**src/design/pd_line_follow_steering_assert.svh**
```systemverilog
// Assertion macros for the line follower steering block.
`ifndef PD_LINE_FOLLOW_STEERING_ASSERT_SVH
`define PD_LINE_FOLLOW_STEERING_ASSERT_SVH
`ifndef ASSERT_OFF
`define PDLF_ASSERT_IMP(lbl, ck, rn, ante, cons, msg) \
  lbl: assert property (@(posedge ck) disable iff (!rn) (ante) |-> (cons)) else $error(msg);
`define PDLF_ASSERT_NXT(lbl, ck, rn, ante, cons, msg) \
  lbl: assert property (@(posedge ck) disable iff (!rn) (ante) |=> (cons)) else $error(msg);
`else
`define PDLF_ASSERT_IMP(lbl, ck, rn, ante, cons, msg)
`define PDLF_ASSERT_NXT(lbl, ck, rn, ante, cons, msg)
`endif
`endif

```
**src/design/pdlf_pkg.sv**
```systemverilog
// Shared widths, register indexes and command bundle for the line follower.
`timescale 1ns / 1ps
package pdlf_pkg;

  localparam int SAMPLE_W = 10;
  localparam int DRIVE_W  = 15;
  localparam int POS_W    = 4;
  localparam int STEP_W   = 16;
  localparam int CFG_IDX_W  = 3;
  localparam int CFG_DATA_W = 12;
  localparam int DIV_STEPS  = 4;
  localparam int DIV_CNT_W  = $clog2(DIV_STEPS);

  localparam logic [CFG_IDX_W-1:0] CFG_THRESHOLD = 3'd0;
  localparam logic [CFG_IDX_W-1:0] CFG_KP_GAIN   = 3'd1;
  localparam logic [CFG_IDX_W-1:0] CFG_KD_GAIN   = 3'd2;
  localparam logic [CFG_IDX_W-1:0] CFG_BASE      = 3'd3;
  localparam logic [CFG_IDX_W-1:0] CFG_CLAMP_EN  = 3'd4;

  localparam logic signed [POS_W-1:0] POS_CENTER   = 4'sd0;
  localparam logic signed [POS_W-1:0] POS_LEFT     = 4'sd1;
  localparam logic signed [POS_W-1:0] POS_RIGHT    = -4'sd1;
  localparam logic signed [POS_W-1:0] POS_LOST     = 4'sd5;
  localparam logic signed [POS_W-1:0] POS_LOST_NEG = -4'sd5;

  typedef struct packed {
    logic load;
    logic div_step;
    logic mul_p;
    logic mul_d;
    logic acc_add;
    logic clamp;
    logic out_load;
  } pdlf_cmd_t;

endpackage

```
**src/design/pd_line_follow_steering.sv**
```systemverilog
// Top level of the two-sensor PD line follower steering block.
//
//   channel | direction | handshake            | beat carries
//   in      | input     | in_valid/in_ready    | left and right sensor samples
//   out     | output    | out_valid/out_ready  | drives, line position, correction
//   cfg     | input     | cfg_valid/cfg_ready  | register index and write data
//
// A result is formed by 4 divider steps, two passes of the shared multiplier, an accumulate,
// a clamp and the output load; a new beat is taken only once the earlier item is loaded.
// The four-step serial divider and the single shared multiplier set this sequence.
// Reset is synchronous and restores the register defaults and the tracking state.
// The output register holds a result until taken; a new beat is accepted meanwhile, and
// only the output load waits if the earlier result is still pending.
`timescale 1ns / 1ps
`include "pd_line_follow_steering_assert.svh"
module pd_line_follow_steering import pdlf_pkg::*; (
  input  logic                       clk,
  input  logic                       rst_n,
  input  logic                       in_valid,
  output logic                       in_ready,
  input  logic [SAMPLE_W-1:0]        in_left_sample,
  input  logic [SAMPLE_W-1:0]        in_right_sample,
  output logic                       out_valid,
  input  logic                       out_ready,
  output logic signed [DRIVE_W-1:0]  out_right_drive,
  output logic signed [DRIVE_W-1:0]  out_left_drive,
  output logic signed [POS_W-1:0]    out_line_position,
  output logic signed [DRIVE_W-1:0]  out_correction,
  input  logic                       cfg_valid,
  output logic                       cfg_ready,
  input  logic [CFG_IDX_W-1:0]       cfg_index,
  input  logic [CFG_DATA_W-1:0]      cfg_data
);

  pdlf_cmd_t cmd;

  assign cfg_ready = 1'b1;

  pdlf_ctrl u_ctrl (
    .clk       (clk),
    .rst_n     (rst_n),
    .in_valid  (in_valid),
    .in_ready  (in_ready),
    .out_valid (out_valid),
    .out_ready (out_ready),
    .cmd       (cmd)
  );

  pdlf_dp u_dp (
    .clk               (clk),
    .rst_n             (rst_n),
    .cmd               (cmd),
    .cfg_we            (cfg_valid && cfg_ready),
    .cfg_index         (cfg_index),
    .cfg_data          (cfg_data),
    .in_left_sample    (in_left_sample),
    .in_right_sample   (in_right_sample),
    .out_right_drive   (out_right_drive),
    .out_left_drive    (out_left_drive),
    .out_line_position (out_line_position),
    .out_correction    (out_correction)
  );

  // The drives differ by twice the correction, since both derive from one base.
  `PDLF_ASSERT_IMP(a_drive_split, clk, rst_n, out_valid, (16'(out_left_drive) - 16'(out_right_drive)) == 16'(out_correction) * 16'sd2, "drive difference does not match correction")
  `PDLF_ASSERT_IMP(a_pos_legal, clk, rst_n, out_valid, out_line_position == POS_CENTER || out_line_position == POS_LEFT || out_line_position == POS_RIGHT || out_line_position == POS_LOST || out_line_position == POS_LOST_NEG, "illegal line position")
  `PDLF_ASSERT_NXT(a_busy_after_accept, clk, rst_n, in_valid && in_ready, !in_ready, "input accepted while an item is in flight")

endmodule

```
**src/design/pdlf_ctrl.sv**
```systemverilog
// Sequencer that steps one sample pair through divide, multiply and clamp.
`timescale 1ns / 1ps
module pdlf_ctrl import pdlf_pkg::*; (
  input  logic      clk,
  input  logic      rst_n,
  input  logic      in_valid,
  output logic      in_ready,
  output logic      out_valid,
  input  logic      out_ready,
  output pdlf_cmd_t cmd
);

  typedef enum logic [6:0] {
    S_IDLE  = 7'b0000001,
    S_DIV   = 7'b0000010,
    S_MULP  = 7'b0000100,
    S_MULD  = 7'b0001000,
    S_ACC   = 7'b0010000,
    S_CLAMP = 7'b0100000,
    S_DONE  = 7'b1000000
  } state_t;

  state_t               state_r, state_nxt;
  logic [DIV_CNT_W-1:0] cnt_r, cnt_nxt;
  logic                 out_valid_r, out_valid_nxt;
  logic                 out_free;

  assign out_free  = !out_valid_r || out_ready;
  assign in_ready  = (state_r == S_IDLE);
  assign out_valid = out_valid_r;

  always_comb begin
    state_nxt = state_r;
    cnt_nxt   = cnt_r;
    cmd       = '0;
    unique case (state_r)
      S_IDLE: begin
        if (in_valid) begin
          cmd.load  = 1'b1;
          cnt_nxt   = '0;
          state_nxt = S_DIV;
        end
      end
      S_DIV: begin
        cmd.div_step = 1'b1;
        cnt_nxt      = cnt_r + 1'b1;
        if (cnt_r == DIV_CNT_W'(DIV_STEPS - 1)) begin
          state_nxt = S_MULP;
        end
      end
      S_MULP: begin
        cmd.mul_p = 1'b1;
        state_nxt = S_MULD;
      end
      S_MULD: begin
        cmd.mul_d = 1'b1;
        state_nxt = S_ACC;
      end
      S_ACC: begin
        cmd.acc_add = 1'b1;
        state_nxt   = S_CLAMP;
      end
      S_CLAMP: begin
        cmd.clamp = 1'b1;
        state_nxt = S_DONE;
      end
      S_DONE: begin
        // Wait here only while the previous result is still unclaimed.
        if (out_free) begin
          cmd.out_load = 1'b1;
          state_nxt    = S_IDLE;
        end
      end
      default: state_nxt = S_IDLE;
    endcase
  end

  always_comb begin
    if (cmd.out_load) begin
      out_valid_nxt = 1'b1;
    end else if (out_ready) begin
      out_valid_nxt = 1'b0;
    end else begin
      out_valid_nxt = out_valid_r;
    end
  end

  always_ff @(posedge clk) begin
    if (!rst_n) begin
      state_r     <= S_IDLE;
      cnt_r       <= '0;
      out_valid_r <= 1'b0;
    end else begin
      state_r     <= state_nxt;
      cnt_r       <= cnt_nxt;
      out_valid_r <= out_valid_nxt;
    end
  end

endmodule

```
**src/design/pdlf_dp.sv**
```systemverilog
// Datapath: settings, position state, serial divider, shared multiplier, clamp.
`timescale 1ns / 1ps
module pdlf_dp import pdlf_pkg::*; (
  input  logic                        clk,
  input  logic                        rst_n,
  input  pdlf_cmd_t                   cmd,
  input  logic                        cfg_we,
  input  logic [CFG_IDX_W-1:0]        cfg_index,
  input  logic [CFG_DATA_W-1:0]       cfg_data,
  input  logic [SAMPLE_W-1:0]         in_left_sample,
  input  logic [SAMPLE_W-1:0]         in_right_sample,
  output logic signed [DRIVE_W-1:0]   out_right_drive,
  output logic signed [DRIVE_W-1:0]   out_left_drive,
  output logic signed [POS_W-1:0]     out_line_position,
  output logic signed [DRIVE_W-1:0]   out_correction
);

  // Settings.
  logic [9:0]  thr_r;
  logic [7:0]  kp_r;
  logic [9:0]  kd_r;
  logic [11:0] base_r;
  logic        clamp_en_r;

  // Tracking state.
  logic signed [POS_W-1:0] last_r;
  logic [STEP_W-1:0]       step_r;
  logic                    chg_r;

  // Per-item work registers.
  logic signed [POS_W-1:0] pos_r;
  logic [3:0]              dvd_r;
  logic [STEP_W-1:0]       dvs_r;
  logic [STEP_W-1:0]       rem_r;
  logic [3:0]              quo_r;
  logic                    neg_r;
  logic signed [15:0]      prod_r;
  logic signed [DRIVE_W-1:0] acc_r;
  logic signed [DRIVE_W-1:0] corr_r;

  logic signed [DRIVE_W-1:0] rdrv_r, ldrv_r, ocorr_r;
  logic signed [POS_W-1:0]   opos_r;

  logic                    lon, ron;
  logic signed [POS_W-1:0] pos_c;
  logic [STEP_W-1:0]       step_inc;
  logic signed [4:0]       diff;
  logic [4:0]              diff_mag;
  logic [STEP_W:0]         rem_sh;
  logic                    rem_ge;
  logic signed [4:0]       deriv;
  logic signed [10:0]      mul_a;
  logic signed [4:0]       mul_b;
  logic signed [15:0]      prod;
  logic signed [DRIVE_W-1:0] base_s;
  logic signed [DRIVE_W-1:0] clamp_c;

  assign lon = (in_left_sample >= thr_r);
  assign ron = (in_right_sample >= thr_r);

  always_comb begin
    priority if (lon && ron) begin
      pos_c = POS_CENTER;
    end else if (lon) begin
      pos_c = POS_LEFT;
    end else if (ron) begin
      pos_c = POS_RIGHT;
    end else if (last_r < 0) begin
      pos_c = POS_LOST_NEG;
    end else begin
      pos_c = POS_LOST;
    end
  end

  assign step_inc = (step_r != {STEP_W{1'b1}}) ? step_r + 1'b1 : step_r;
  assign diff     = {pos_c[POS_W-1], pos_c} - {last_r[POS_W-1], last_r};
  assign diff_mag = diff[4] ? 5'(-diff) : 5'(diff);

  // Restoring divide, one quotient bit per step; the remainder stays below the divisor.
  assign rem_sh = {rem_r, dvd_r[3]};
  assign rem_ge = (rem_sh >= {1'b0, dvs_r});

  assign deriv = neg_r ? -$signed({1'b0, quo_r}) : $signed({1'b0, quo_r});

  assign mul_a = cmd.mul_d ? $signed({1'b0, kd_r}) : $signed({3'b000, kp_r});
  assign mul_b = cmd.mul_d ? deriv : $signed({pos_r[POS_W-1], pos_r});
  assign prod  = mul_a * mul_b;

  assign base_s = $signed({3'b000, base_r});

  always_comb begin
    clamp_c = acc_r;
    if (clamp_en_r) begin
      if (acc_r > base_s) begin
        clamp_c = base_s;
      end else if (acc_r < -base_s) begin
        clamp_c = -base_s;
      end
    end
  end

  always_ff @(posedge clk) begin
    if (!rst_n) begin
      thr_r      <= 10'd512;
      kp_r       <= '0;
      kd_r       <= '0;
      base_r     <= '0;
      clamp_en_r <= 1'b1;
    end else if (cfg_we) begin
      unique case (cfg_index)
        CFG_THRESHOLD: thr_r      <= cfg_data[9:0];
        CFG_KP_GAIN:   kp_r       <= cfg_data[7:0];
        CFG_KD_GAIN:   kd_r       <= cfg_data[9:0];
        CFG_BASE:      base_r     <= cfg_data[11:0];
        CFG_CLAMP_EN:  clamp_en_r <= cfg_data[0];
        default: ;
      endcase
    end
  end

  // The step and change counters clear on every second position change.
  always_ff @(posedge clk) begin
    if (!rst_n) begin
      last_r <= '0;
      step_r <= '0;
      chg_r  <= 1'b0;
    end else if (cmd.load) begin
      last_r <= pos_c;
      if ((pos_c != last_r) && chg_r) begin
        step_r <= '0;
        chg_r  <= 1'b0;
      end else begin
        step_r <= step_inc;
        if (pos_c != last_r) begin
          chg_r <= 1'b1;
        end
      end
    end
  end

  always_ff @(posedge clk) begin
    if (cmd.load) begin
      pos_r <= pos_c;
      dvd_r <= diff_mag[3:0];
      neg_r <= diff[4];
      dvs_r <= step_inc;
      rem_r <= '0;
      quo_r <= '0;
    end
    if (cmd.div_step) begin
      dvd_r <= {dvd_r[2:0], 1'b0};
      quo_r <= {quo_r[2:0], rem_ge};
      rem_r <= rem_ge ? STEP_W'(rem_sh - {1'b0, dvs_r}) : rem_sh[STEP_W-1:0];
    end
    if (cmd.mul_p || cmd.mul_d) begin
      prod_r <= prod;
    end
    if (cmd.mul_d) begin
      acc_r <= prod_r[DRIVE_W-1:0];
    end
    if (cmd.acc_add) begin
      acc_r <= acc_r + prod_r[DRIVE_W-1:0];
    end
    if (cmd.clamp) begin
      corr_r <= clamp_c;
    end
    if (cmd.out_load) begin
      rdrv_r  <= base_s - corr_r;
      ldrv_r  <= base_s + corr_r;
      ocorr_r <= corr_r;
      opos_r  <= pos_r;
    end
  end

  assign out_right_drive   = rdrv_r;
  assign out_left_drive    = ldrv_r;
  assign out_line_position = opos_r;
  assign out_correction    = ocorr_r;

endmodule
```
**config.mk**
```make
export PLATFORM = sky130hd
export DESIGN_NAME = pd_line_follow_steering
export DESIGN_NICKNAME = d
export VERILOG_FILES = /design/src/design/pdlf_pkg.sv /design/src/design/pd_line_follow_steering.sv /design/src/design/pdlf_ctrl.sv /design/src/design/pdlf_dp.sv
export VERILOG_INCLUDE_DIRS = /design/src /design/src/design
export SDC_FILE = /design/constraint.sdc
export NUM_CORES = 1
export LEC_CHECK = 0
export BUFFER_PORTS_ARGS = -buffer_cell sky130_fd_sc_hd__buf_2
export CAP_MARGIN = 5
export CELL_PAD_IN_SITES_DETAIL_PLACEMENT = 2
export CELL_PAD_IN_SITES_GLOBAL_PLACEMENT = 2
export CORE_MARGIN = 2
export CORE_UTILIZATION = 43
export DETAILED_ROUTE_END_ITERATION = 7
export PLACE_DENSITY = 0.88
export SLEW_MARGIN = 20
export SYNTH_ARGS = -nofsm -noshare
export SYNTH_HDL_FRONTEND = slang
export SYNTH_HIERARCHICAL = 1
export SYNTH_SLANG_ARGS = --single-unit
```
**constraint.sdc**
```tcl
create_clock -name clk -period 12.6 [get_ports clk]
set_input_delay 0.63 -clock clk [delete_from_list [all_inputs] [get_ports clk]]
set_output_delay 0.63 -clock clk [all_outputs]
set_load 0.03 [all_outputs]
```
==> metrics.md <==
| Metric | Value |
|---|---|
| Setup repair bufs after CTS | 0 |
| Ys Warns | 6 |
| Vias/cell | around 6.3 |
| Critical-path cell list | nor4_1, and3_2, mux2i_1, or2_2, fa_1, fa_1, fa_1, inv_1, ha_1, a21o_1, a21oi_1, nor2b_1, o41ai_1, o21ai_0, o41a_1, xnor2_1 |
| Crit path max-delay cell type | mux2i_1 |
| Status | completed |
| Area added between synthesis and finish | 12.3% |
| LEAKAGE | 6.51 nW |
| Post-synth cell types | just over 80 |
| I/O pins | 92 |
| Number of DRC markers in iteration 0 | between 900 and 1k |
| Worst vdd ir | 93.7 uV |
| Layout Skew | 0.0254 ns |
| Maxcap violations | 0 |
| Vias | 13.0k |
| Routability cong. | around 0.85 |
| First-pass GRT wire length | 90.9 mm |
| Critical path arrival | between 6 and 7 ns |
| Register area share after synthesis | between 30% and 40% |
| Dpl cells | 2016 |
| Crit path time final | approximately 6.5 ns |
| Area of the mapped netlist | around 14000 um^2 |
| DRT Pass-1 Iters | 5 |
| Endpoints failing hold | 0 |
| Post-synth top flop | edfxtp_1 |
| Setup TNS | 0 ns |
| Hold WC Path Type | input pin to flip-flop |
| Mapped Cells | 1524 |
| Slew Viols, Final | 0 |
| Vias in the first global route | about 15k |
| CTS clk-pin slew, worst paths | 0.07 ns |
| Slew at the pin closest to its max-slew limit | 1.03 ns |
| I/O Buffers | 90 |
| Antenna-violating nets left | 0 |
| Initial Utilization | 43.3% |
| Largest net degree at the start of global routing | 66 |
| Seq. cell area | 5500 um^2 |
| Fin nets | 1804 |
| Asr flop ratio synth | 0% |
| Drt total wl | roughly 59 mm |
| Worst skew pair latency | 0.56 ns |
| CP startpoint kind | flip-flop |
| Clock buffer depth | 3 |
| Clock tree from TritonCTS | yes |
| # rows | 67 |
| HPWL Detailed | 38.4 mm |
| Flops & latches, synth | 207 |
| CTS buffer count | 25 |
| Fraction of layout cells with a size suffix above 1 | between 10% and 20% |
| Multi-input gate area | 8180 um^2 |
| FMAX | roughly 0.15 GHz |
| Final Util | 48.6% |
| GR Util All Layers | 33.3% |
| Net Count, Synth | 1732 |
| Final global-route overflow total | 0 |
| Antenna violations before repair | 0 |
| Core ar. | about 33000 um^2 |
| Fillers | 3513 |
| Drc violations | 0 |
| Max FO, Critical Path | 25 |
| Setup crit end kind | flip-flop |
| H-tree levels | 1 |
| Hold_buf cts | 0 |
| Post-synth EDFFs | approximately 140 |
| Ant diodes | 0 |
| Die X | around 190 um |
| Die area | 35000 um^2 |
| Required @ worst endpoint | about 13 ns |
| Non-filler instance count after layout | 2063 |
| Period utilization | about half |
| RSZ-0062 raised after global routing | false |
| DR WL/cell | 28.7 um |
| Worst path most repeated cell | fa_1 |
| Worst slew margin | between 30% and 40% |
| Root Buffer | clkbuf_16 |
| Worst path max stage delay | about 0.77 ns |
| TritonCTS Sinks | between 200 and 250 |
| Syn avg cell area | 9.46 um^2 |
| Endpoints failing setup | 0 |
| Power per cell area | 132 nW/um^2 |
| Post_cts resized | 0 |
| Hold Slack | 0.372 ns |
| Overall die height | 187 um |
| CP Class | flip-flop to flip-flop |
-- metal layers --
metal	vias to the layer above	track usage, %	share of wire, %
met5	-	0	0
met4	0	17.0	5.6
met1	6591	38.0	39
met3	236	5.91	5.8
met2	579	59.8	50
li1	5563	-	-
-- flip-flops by register name, summed over array words and instances, names as in the netlist, 8 cells and up --
register	cells
u_dp/corr_r	15
u_dp/out_left_drive	14
u_dp/prod_r	15
u_dp/kd_r	10
u_dp/base_r	12
u_dp/out_correction	15
u_dp/rem_r	16
u_dp/acc_r	15
u_dp/thr_r	10
u_dp/dvs_r	16
u_dp/step_r	16
u_dp/out_right_drive	15
u_dp/kp_r	8
-- stage by stage --
stage | power, mW | worst slack, ns | instance area [um^2]
3_3_place_gp | 1.23 | 7.00 | 15300
2_1_floorplan | 1.12 | 7.21 | 14400
3_5_place_dp | 1.28 | 6.62 | 15300
5_1_grt | 2.21 | 5.86 | 16200
4_1_cts | 2.14 | 6.16 | 16200
6_report | 2.14 | 6.08 | 16200
-- logic make-up after synthesis --
kind of cell / count (synthesis) / share of synthesized area [%]
AO/OA/AOI/OAI: 350 / 16.7
XOR/XNOR: 79 / 4.80
adder cells (fa/ha/maj): 168 / 16.2
buffers and inverters: 192 / 5.26
flip-flops: 207 / 38.1
multiplexers: 29 / 2.14
other: 1 / 0.0260
AND/OR/NAND/NOR: 498 / 16.7
-- synth_stat cells, drive strengths merged, types with 9 or more instances --
library cell | n | area [um^2]
edfxtp | 135 | 4050
nor3 | 32 | 160
or2 | 11 | 68.8
o211ai | 12 | 90.1
mux2 | 14 | 158
dfxtp | 72 | 1440
o21ai | 54 | 270
or3 | 10 | 62.6
inv | 134 | 503
nand3 | 40 | 200
xor2 | 15 | 131
and3 | 18 | 114
xnor2 | 64 | 561
clkbuf | 45 | 174
nand2b | 26 | 165
buf | 12 | 77.6
a21boi | 40 | 300
nand4 | 16 | 100
ha | 138 | 1730
nor2 | 105 | 394
a211oi | 11 | 82.6
nor2b | 36 | 225
mux2i | 15 | 150
o21a | 15 | 113
fa | 30 | 601
a21o | 27 | 203
a21oi | 74 | 370
o31ai | 9 | 81.3
nand2 | 164 | 616
and2 | 11 | 71.3
o22ai | 18 | 113
-- path summary, 6_finish.rpt --
kind | startpoint | endpoint | slack (ns) | cells after the start
worst min register to register | u_dp/thr_r[7] | u_dp/thr_r[7] | 0.48 | 2
worst min-delay path | cfg_data[11] | u_dp/base_r[11] | 0.37 | 3
worst max-delay path | u_ctrl/state_r[2] | u_dp/prod_r[14] | 6.08 | 16
worst max register to register | u_ctrl/state_r[2] | u_dp/prod_r[14] | 6.08 | 16
-- placed cells by master, fill, tap and decap left out, drive strengths merged, types with 27 or more instances in the layout --
cell type / instances
nand2: 164
ha: 138
inv: 137
edfxtp: 135
nor2: 105
buf: 101
a21oi: 74
dfxtp: 72
xnor2: 64
o21ai: 54
nand3: 40
a21boi: 40
clkbuf: 37
nor2b: 36
nor3: 32
fa: 30
a21o: 27
-- worst max-delay path, delay by kind of cell (launching register included) --
kind	cells	cell delay, ns
flip-flops	1	0.39
XOR/XNOR	1	0.16
adder cells (fa/ha/maj)	4	1.83
AND/OR/NAND/NOR	4	1.31
multiplexers	1	0.77
buffers and inverters	1	0.10
AO/OA/AOI/OAI	5	1.67
-- final cells by class --
type	count	share of cell area [%]
Clock buffer	36	4.83
Clock inverter	10	0.727
Multi-Input combinational cell	1125	50.6
Timing Repair Buffer	102	3.33
Tap cell	448	3.46
Sequential cell	207	34.0
Inverter	135	3.13
-- power breakdown --
group | internal [mW] | switching (mW)
Clock | 0.476 | 0.333
Sequential | 0.767 | 0.0333
Combinational | 0.176 | 0.355
Total | 1.42 | 0.721
(Power assumes the default switching activity.)
